File: src/sv/string_hash_slot_allocator_assert.svh
// Assertion helpers for the slot allocator.
`ifndef STRING_HASH_SLOT_ALLOCATOR_ASSERT_SVH
`define STRING_HASH_SLOT_ALLOCATOR_ASSERT_SVH

// Same-cycle implication, checked on every rising edge out of reset.
`define SHSA_ASSERT_NOW(label, clk, rst_n, ante, cons) \
	label: assert property (@(posedge clk) disable iff (!rst_n) (ante) |-> (cons)) \
		else $error("shsa: same-cycle check failed");

// Next-cycle implication.
`define SHSA_ASSERT_NEXT(label, clk, rst_n, ante, cons) \
	label: assert property (@(posedge clk) disable iff (!rst_n) (ante) |=> (cons)) \
		else $error("shsa: next-cycle check failed");

`endif

File: src/sv/shsa_pkg.sv
package shsa_pkg;

	localparam int HASH_W = 32;
	localparam int CHAR_W = 7;

	localparam logic [HASH_W-1:0] RADIX      = 32'd31;
	localparam logic [HASH_W-1:0] GOLDEN_Q32 = 32'h9E3779B9;

	typedef enum logic [2:0] {
		ST_IDLE,
		ST_MUL,
		ST_SCALE,
		ST_HOME,
		ST_PROBE
	} state_t;

	typedef struct packed {
		logic take;   // character transfer this cycle
		logic mix;    // run the golden-ratio multiply
	} hash_ctl_t;

endpackage

File: src/sv/shsa_if.sv
interface shsa_in_if;
	logic                           valid;
	logic                           ready;
	logic [shsa_pkg::CHAR_W-1:0]    key_char;
	logic                           last_char;

	modport source (output valid, output key_char, output last_char, input ready);
	modport sink   (input valid, input key_char, input last_char, output ready);
endinterface

interface shsa_out_if #(parameter int IDX_W = 6);
	logic             valid;
	logic             ready;
	logic [IDX_W-1:0] slot_index;
	logic             table_full;

	modport source (output valid, output slot_index, output table_full, input ready);
	modport sink   (input valid, input slot_index, input table_full, output ready);
endinterface

File: src/sv/shsa_hash.sv
module shsa_hash (
	input  logic                          clk,
	input  logic                          arst_n,
	input  shsa_pkg::hash_ctl_t           ctl,
	input  logic [shsa_pkg::CHAR_W-1:0]   key_char,
	input  logic                          last_char,
	output logic [shsa_pkg::HASH_W-1:0]   frac
);

	logic [shsa_pkg::HASH_W-1:0] acc_q;
	logic [shsa_pkg::HASH_W-1:0] pow_q;
	logic [shsa_pkg::HASH_W-1:0] acc_s1;
	logic [shsa_pkg::HASH_W-1:0] frac_s2;
	logic [shsa_pkg::HASH_W-1:0] term;
	logic [shsa_pkg::HASH_W-1:0] acc_sum;
	logic [shsa_pkg::HASH_W-1:0] pow_next;
	logic [shsa_pkg::HASH_W-1:0] mixed;

	assign term     = pow_q * shsa_pkg::HASH_W'(key_char);
	assign acc_sum  = acc_q + term;
	assign pow_next = pow_q * shsa_pkg::RADIX;
	// Low word of the product is the 0.32 fraction for signed and unsigned alike.
	assign mixed    = acc_s1 * shsa_pkg::GOLDEN_Q32;

	always_ff @(posedge clk or negedge arst_n) begin
		if (!arst_n) begin
			acc_q <= '0;
			pow_q <= shsa_pkg::HASH_W'(1);
		end else if (ctl.take) begin
			if (last_char) begin
				acc_q <= '0;
				pow_q <= shsa_pkg::HASH_W'(1);
			end else begin
				acc_q <= acc_sum;
				pow_q <= pow_next;
			end
		end
	end

	always_ff @(posedge clk) begin
		if (ctl.take && last_char) begin
			acc_s1 <= acc_sum;
		end
		if (ctl.mix) begin
			frac_s2 <= mixed;
		end
	end

	assign frac = frac_s2;

endmodule

File: src/sv/shsa_cell.sv
module shsa_cell #(
	parameter int IDX_W = 6,
	parameter int IDX   = 0
) (
	input  logic             clk,
	input  logic             arst_n,
	input  logic             inject,
	input  logic [IDX_W-1:0] home,
	input  logic             tok_in,
	output logic             tok_out,
	output logic             grant
);

	logic used_q;
	logic tok_q;
	logic tok_here;

	assign tok_here = (inject && (home == IDX_W'(IDX))) || tok_in;
	assign grant    = tok_here && !used_q;

	always_ff @(posedge clk or negedge arst_n) begin
		if (!arst_n) begin
			used_q <= 1'b0;
			tok_q  <= 1'b0;
		end else begin
			used_q <= used_q || grant;
			// pass the probe on past an occupied slot
			tok_q  <= tok_here && used_q;
		end
	end

	assign tok_out = tok_q;

endmodule

File: src/sv/string_hash_slot_allocator.sv
// String hash slot allocator. Key characters arrive on key_in in string order,
// last_char closing the key; each key yields one transfer on slot_out with the
// allocated slot, or table_full = 1 when every slot is taken. A character that
// is not the last is taken every cycle while the block is idle. The last
// character runs the steps accumulate, golden-ratio multiply, scale to SLOTS
// and probe at the home slot; the probe then passes each occupied slot in turn,
// since the probe token moves one cell of the slot ring per cycle. A full table
// answers at the home-slot step without probing. Characters of the next key are
// taken once the slot search of the key before ends, but its home-slot step
// holds while an earlier result still waits on slot_out, and that hold delays
// its result. Slots are freed only by reset, which clears every slot at once.
`include "string_hash_slot_allocator_assert.svh"

module string_hash_slot_allocator #(
	parameter int SLOTS = 64
) (
	input  logic               clk,
	input  logic               arst_n,
	shsa_in_if.sink            key_in,
	shsa_out_if.source         slot_out
);

	localparam int IDX_W = $clog2(SLOTS);
	localparam int CNT_W = $clog2(SLOTS + 1);
	localparam int PRD_W = shsa_pkg::HASH_W + CNT_W;

	shsa_pkg::state_t    state_q, state_d;
	shsa_pkg::hash_ctl_t hash_ctl;

	logic [shsa_pkg::HASH_W-1:0] frac;
	logic [PRD_W-1:0]            scaled;
	logic [IDX_W-1:0]            home_q;
	logic [IDX_W-1:0]            probe_idx_q;
	logic [IDX_W-1:0]            cur_idx;
	logic [IDX_W-1:0]            next_idx;
	logic [CNT_W-1:0]            fill_q;
	logic [SLOTS-1:0]            tok;
	logic [SLOTS-1:0]            grant;
	logic                        any_grant;
	logic                        full;
	logic                        out_free;
	logic                        inject;
	logic                        load_full;
	logic                        out_valid_q;
	logic [IDX_W-1:0]            out_idx_q;
	logic                        out_full_q;

	assign full      = fill_q == CNT_W'(SLOTS);
	assign out_free  = !out_valid_q || slot_out.ready;
	assign any_grant = |grant;
	assign scaled    = PRD_W'(frac) * PRD_W'(SLOTS);
	assign cur_idx   = (state_q == shsa_pkg::ST_HOME) ? home_q : probe_idx_q;
	assign next_idx  = (cur_idx == IDX_W'(SLOTS - 1)) ? '0 : cur_idx + 1'b1;

	assign hash_ctl.take = key_in.valid && key_in.ready;
	assign hash_ctl.mix  = state_q == shsa_pkg::ST_MUL;

	shsa_hash u_hash (
		.clk       (clk),
		.arst_n    (arst_n),
		.ctl       (hash_ctl),
		.key_char  (key_in.key_char),
		.last_char (key_in.last_char),
		.frac      (frac)
	);

	for (genvar i = 0; i < SLOTS; i++) begin : g_slot
		shsa_cell #(
			.IDX_W (IDX_W),
			.IDX   (i)
		) u_slot (
			.clk     (clk),
			.arst_n  (arst_n),
			.inject  (inject),
			.home    (home_q),
			.tok_in  (tok[(i + SLOTS - 1) % SLOTS]),
			.tok_out (tok[i]),
			.grant   (grant[i])
		);
	end

	always_comb begin
		state_d = state_q;
		case (state_q)
			shsa_pkg::ST_IDLE: begin
				if (hash_ctl.take && key_in.last_char) begin
					state_d = shsa_pkg::ST_MUL;
				end
			end
			shsa_pkg::ST_MUL:   state_d = shsa_pkg::ST_SCALE;
			shsa_pkg::ST_SCALE: state_d = shsa_pkg::ST_HOME;
			shsa_pkg::ST_HOME: begin
				if (out_free) begin
					state_d = (full || any_grant) ? shsa_pkg::ST_IDLE : shsa_pkg::ST_PROBE;
				end
			end
			shsa_pkg::ST_PROBE: begin
				if (any_grant) begin
					state_d = shsa_pkg::ST_IDLE;
				end
			end
			default: state_d = shsa_pkg::ST_IDLE;
		endcase
	end

	always_comb begin
		key_in.ready = 1'b0;
		inject       = 1'b0;
		load_full    = 1'b0;
		case (state_q)
			shsa_pkg::ST_IDLE: key_in.ready = 1'b1;
			shsa_pkg::ST_HOME: begin
				inject    = out_free && !full;
				load_full = out_free && full;
			end
			default: ;
		endcase
	end

	always_ff @(posedge clk or negedge arst_n) begin
		if (!arst_n) begin
			state_q     <= shsa_pkg::ST_IDLE;
			fill_q      <= '0;
			out_valid_q <= 1'b0;
		end else begin
			state_q <= state_d;
			if (any_grant) begin
				fill_q <= fill_q + 1'b1;
			end
			if (any_grant || load_full) begin
				out_valid_q <= 1'b1;
			end else if (slot_out.ready) begin
				out_valid_q <= 1'b0;
			end
		end
	end

	always_ff @(posedge clk) begin
		if (state_q == shsa_pkg::ST_SCALE) begin
			home_q <= scaled[shsa_pkg::HASH_W +: IDX_W];
		end
		// advance the probe index in step with the token
		probe_idx_q <= next_idx;
		if (any_grant) begin
			out_idx_q  <= cur_idx;
			out_full_q <= 1'b0;
		end else if (load_full) begin
			out_idx_q  <= '0;
			out_full_q <= 1'b1;
		end
	end

	assign slot_out.valid      = out_valid_q;
	assign slot_out.slot_index = out_idx_q;
	assign slot_out.table_full = out_full_q;

	`SHSA_ASSERT_NOW(a_one_grant, clk, arst_n, 1'b1, $onehot0(grant))
	`SHSA_ASSERT_NOW(a_no_grant_full, clk, arst_n, any_grant, !full)
	`SHSA_ASSERT_NOW(a_token_in_probe, clk, arst_n, |tok, state_q == shsa_pkg::ST_PROBE)
	`SHSA_ASSERT_NOW(a_probe_out_empty, clk, arst_n, state_q == shsa_pkg::ST_PROBE, !out_valid_q)

endmodule

File: src/flat_wrapper.sv
// flat-port wrapper written by rule: the top's interface ports become plain ports
module string_hash_slot_allocator_flat 
#(
	parameter int SLOTS = 64
)
  (clk, arst_n, key_in_valid, key_in_key_char, key_in_last_char, key_in_ready, slot_out_valid, slot_out_slot_index, slot_out_table_full, slot_out_ready);
  shsa_in_if key_in_i ();
  shsa_out_if #(.IDX_W(($clog2(SLOTS)))) slot_out_i ();
  input  logic clk;
  input  logic arst_n;
  input wire logic [$bits(key_in_i.valid)-1:0] key_in_valid;
  input wire logic [$bits(key_in_i.key_char)-1:0] key_in_key_char;
  input wire logic [$bits(key_in_i.last_char)-1:0] key_in_last_char;
  output wire logic [$bits(key_in_i.ready)-1:0] key_in_ready;
  output wire logic [$bits(slot_out_i.valid)-1:0] slot_out_valid;
  output wire logic [$bits(slot_out_i.slot_index)-1:0] slot_out_slot_index;
  output wire logic [$bits(slot_out_i.table_full)-1:0] slot_out_table_full;
  input wire logic [$bits(slot_out_i.ready)-1:0] slot_out_ready;
  assign key_in_i.valid = key_in_valid;
  assign key_in_i.key_char = key_in_key_char;
  assign key_in_i.last_char = key_in_last_char;
  assign key_in_ready = key_in_i.ready;
  assign slot_out_valid = slot_out_i.valid;
  assign slot_out_slot_index = slot_out_i.slot_index;
  assign slot_out_table_full = slot_out_i.table_full;
  assign slot_out_i.ready = slot_out_ready;
  string_hash_slot_allocator #(.SLOTS(SLOTS)) u_core (.clk(clk), .arst_n(arst_n), .key_in(key_in_i), .slot_out(slot_out_i));
endmodule
File: config.mk
export PLATFORM = sky130hd
export DESIGN_NAME = string_hash_slot_allocator_flat
export DESIGN_NICKNAME = d
export VERILOG_FILES = /design/src/sv/shsa_pkg.sv /design/src/sv/shsa_if.sv /design/src/sv/shsa_hash.sv /design/src/sv/shsa_cell.sv /design/src/sv/string_hash_slot_allocator.sv /design/src/flat_wrapper.sv
export VERILOG_INCLUDE_DIRS = /design/src /design/src/sv
export SDC_FILE = /design/constraint.sdc
export NUM_CORES = 2
export LEC_CHECK = 0
export BUFFER_PORTS_ARGS = -buffer_cell sky130_fd_sc_hd__buf_2
export CORE_ASPECT_RATIO = 1.2
export CORE_MARGIN = 8
export CORE_UTILIZATION = 50
export DETAILED_ROUTE_END_ITERATION = 7
export GPL_TIMING_DRIVEN = 0
export PLACE_DENSITY = 0.65
export SYNTH_ARGS = -nofsm -noshare
export SYNTH_HDL_FRONTEND = slang
export SYNTH_SLANG_ARGS = --single-unit
File: constraint.sdc
create_clock -name clk -period 8.58 [get_ports clk]
set_clock_uncertainty 0.1 [all_clocks]
set_input_delay 0.429 -clock clk [delete_from_list [all_inputs] [get_ports clk]]
set_output_delay 0.429 -clock clk [all_outputs]
set_load 0.05 [all_outputs]
==> results.json <==
{
  "status": "finished clean",
  "min_path_type": "primary input to flop",
  "hpwlAfterDp_mm": 61.0,
  "worst_setup_path_start_kind": "flop",
  "setup-tns-final_ns": 0,
  "cp_slowest_cell": "edfxtp_1",
  "critical_path.max_fanout": 11,
  "setup.worst_path.class": "flop to flop",
  "initial_core_util_pct": 50.4,
  "detailroute.via_count": 19600,
  "setup_repair_after_global_routing_missed_its_margin": "false",
  "cp_slowest_stage_delay_ns": 0.90,
  "crit_chain": "ha_1, inv_1, fa_1, inv_1, ha_1, fa_1, fa_1, fa_1, fa_1, fa_1, ha_1, o21a_1, o21ai_0, a2111oi_0, o211ai_1, a311oi_1, o21a_1, nor2_1, xnor2_1",
  "finalCoreUtilization_pct": 54.3,
  "worst_setup_hold_path_clk_slew_ns": 0.06,
  "path_delay_family": "adder cells",
  "final_layout_size_suffix_gt1_share_pct": 3.46,
  "wire_per_inst_um": 20.7,
  "cts-buffers-inserted": 31,
  "grt.overflow.total": 0,
  "dr.pass1.iters": 5,
  "total_standard_cell_area_after_synthesis_sq_um": 28800,
  "worst-slew-pin-transition_ns": 1.37,
  "grt_max_degree": 117,
  "syn-instance-count": 2724,
  "async_flop_share_pct": 78.1,
  "slew_viol_final": 0,
  "crit_required_ns": 8.81,
  "die_w_um": 235,
  "timing.final.crit_share_pct": 93.9,
  "totalWireLength_mm": 73.1,
  "count_of_flip_flops_with_a_built_in_enable_after_synthesis": 50,
  "arrival_ns": 8.29,
  "i_o_buffers": 16,
  "drc_violation_total_after_the_first_tritonroute_iteration": 1003,
  "grtUsageTotal_pct": 22.7,
  "floorplan.die.height_um": 279,
  "maxCapViolations": 0,
  "max_freq_mhz": 124,
  "numClockSinks": 260,
  "floorplan.core_area_sq_um": 57100,
  "critPathBufInv": 2,
  "cts.repair_timing.setup_buffer_count": 0,
  "grt_first_pass_wirelength_mm": 118,
  "first_global_vias": 21500,
  "route.detailed.vias_per_inst": 5.54,
  "root_buffer_master": "clkbuf_16",
  "synthesized_area_per_cell_sq_um": 10.6,
  "gp_congestion": 0.931,
  "slew_headroom_pct": 8.40,
  "worst_skew_pair.late_latency_ns": 0.59,
  "insertedDiodeCount": 0,
  "nFillCells": 4977,
  "layout_min_cycle_time_ns": 8.06,
  "hold_viol": 0,
  "synth_top_flop_cell": "dfrtp_1",
  "areaGrowthSynthToFinish_pct": 7.68,
  "fp.dieArea_sq_um": 65500,
  "max-clock-path-buffers": 3,
  "number_of_nets_in_the_finished_design": 3537,
  "antenna_found_initial": 0,
  "fp-row-count": 96,
  "ys.warnings.count": 0,
  "end_kind": "flop",
  "tritoncts": "built",
  "cts-htree-levels": 1,
  "route.detailed.drc": 0,
  "setup-violations-final": 0,
  "ys_seq_elements": 260,
  "postRouteAntennaNets": 0,
  "mappedNetlistNets": 3483,
  "critPathMostFrequentCell": "fa_1",
  "synth_sequential_area_ratio_pct": 23.4,
  "io_pins": 21,
  "synth.distinct_cells": 84
}
==> cell type report <==
| type | count | area (sq um) | area share (%) |
|---|---|---|---|
| Timing Repair Buffer | 21 | 170 | 0.549 |
| Clock buffer | 41 | 863 | 2.79 |
| Sequential cell | 260 | 6720 | 21.7 |
| Multi-Input combinational cell | 1910 | 20000 | 64.5 |
| Tap cell | 735 | 920 | 2.97 |
| Clock inverter | 17 | 235 | 0.759 |
| Inverter | 494 | 1850 | 5.99 |
| Buffer | 60 | 241 | 0.779 |
==> cells in the mapped netlist (32+ instances only) <==
library cell | count | area (sq um)
a21oi_1 | 115 | 576
o21ai_0 | 75 | 375
and2_1 | 100 | 626
nor2b_1 | 78 | 488
inv_1 | 494 | 1850
dfrtp_1 | 202 | 5050
nor3_1 | 32 | 160
xnor2_1 | 82 | 718
edfxtp_1 | 50 | 1500
nor2_1 | 63 | 236
nand2_1 | 214 | 803
clkbuf_1 | 56 | 210
ha_1 | 275 | 3440
nand2b_1 | 83 | 519
fa_1 | 472 | 9450
==> cell families after synthesis <==
kind of cell	share of synthesized area (%)
adders and majority gates	44.8
and+or+nand+nor	12.3
DFF	23.4
buffers and inverters	7.28
AOI/OAI and AO/OA	8.58
muxes	0.370
xor gates and xnor gates	3.35
==> through the flow <==
stage / worst slack [ns] / instances / hold slack, ns / cell area (sq um)
floorplan: 2.08 / 2724 / 0.0334 / 28800
global route: 0.124 / 3538 / 0.138 / 31000
CTS: 0.324 / 3538 / 0.0840 / 31000
finish: 0.521 / 3538 / 0.115 / 31000
detailed placement: 0.322 / 3479 / 0.306 / 29900
global placement: 0.367 / 3475 / 0.304 / 29800
==> layout by cell type (no fill, tap or decap), types with 61 or more instances in the layout <==
cell,count
inv_1,494
fa_1,472
ha_1,275
nand2_1,214
dfrtp_1,202
a21oi_1,115
and2_1,100
nand2b_1,83
xnor2_1,82
nor2b_1,78
o21ai_0,75
nor2_1,62
clkbuf_1,61
==> path summary, 6_finish.rpt <==
| check | startpoint | endpoint | slack, ns | cells past startpoint |
|---|---|---|---|---|
| worst min register to register | u_core.u_hash.frac[31] | u_core.home_q[5] | 0.32 | 0 |
| worst max register to register | u_core.u_hash.acc_s1[0] | u_core.u_hash.frac[30] | 0.52 | 19 |
| max in group asynchronous | arst_n | u_core.u_hash.acc_q[26] | 6.99 | 3 |
| worst min-delay path | slot_out_ready | u_core.state_q[0] | 0.11 | 4 |
| min in group asynchronous | arst_n | u_core.g_slot[17].u_slot.used_q | 0.32 | 2 |
| worst max-delay path | u_core.u_hash.acc_s1[0] | u_core.u_hash.frac[30] | 0.52 | 19 |
==> state kept, by name, summed over array words and instances (netlist names) <==
register and flops:
u_core.slot_out.slot_index 6, u_core.u_hash.pow_q 32, u_core.u_hash.frac 6, u_core.state_q 3, u_core.slot_out.table_full 1, u_core.slot_out.valid 1, u_core.u_hash.acc_q 32, u_core.fill_q 7
u_core.g_slot.u_slot.tok_out 64, u_core.probe_idx_q 6, u_core.g_slot.u_slot.used_q 64, u_core.home_q 6, u_core.u_hash.acc_s1 32
==> worst min-delay path: stages <==
cell,delay [ns]
buf_2,0.08
nor2b_1,0.06
a21oi_1,0.15
nor2_1,0.05
==> routing by layer <==
layer  GRT usage [%]  vias up  share of wire [%]
met5               0        -                  0
met4            8.69        0                4.3
met3            1.91      162                3.5
met2            41.3      447                 52
met1            27.9    10100                 40
li1                -     8897                  -
==> repair_timing <==
item                      4_1_cts  5_1_grt
gates resized for setup         0        0
hold buffers                    1        0
hold endpoints to repair       86        0
Power is not shown: default switching activity piles up to over one toggle a cycle in this logic, so the estimate is an artifact.
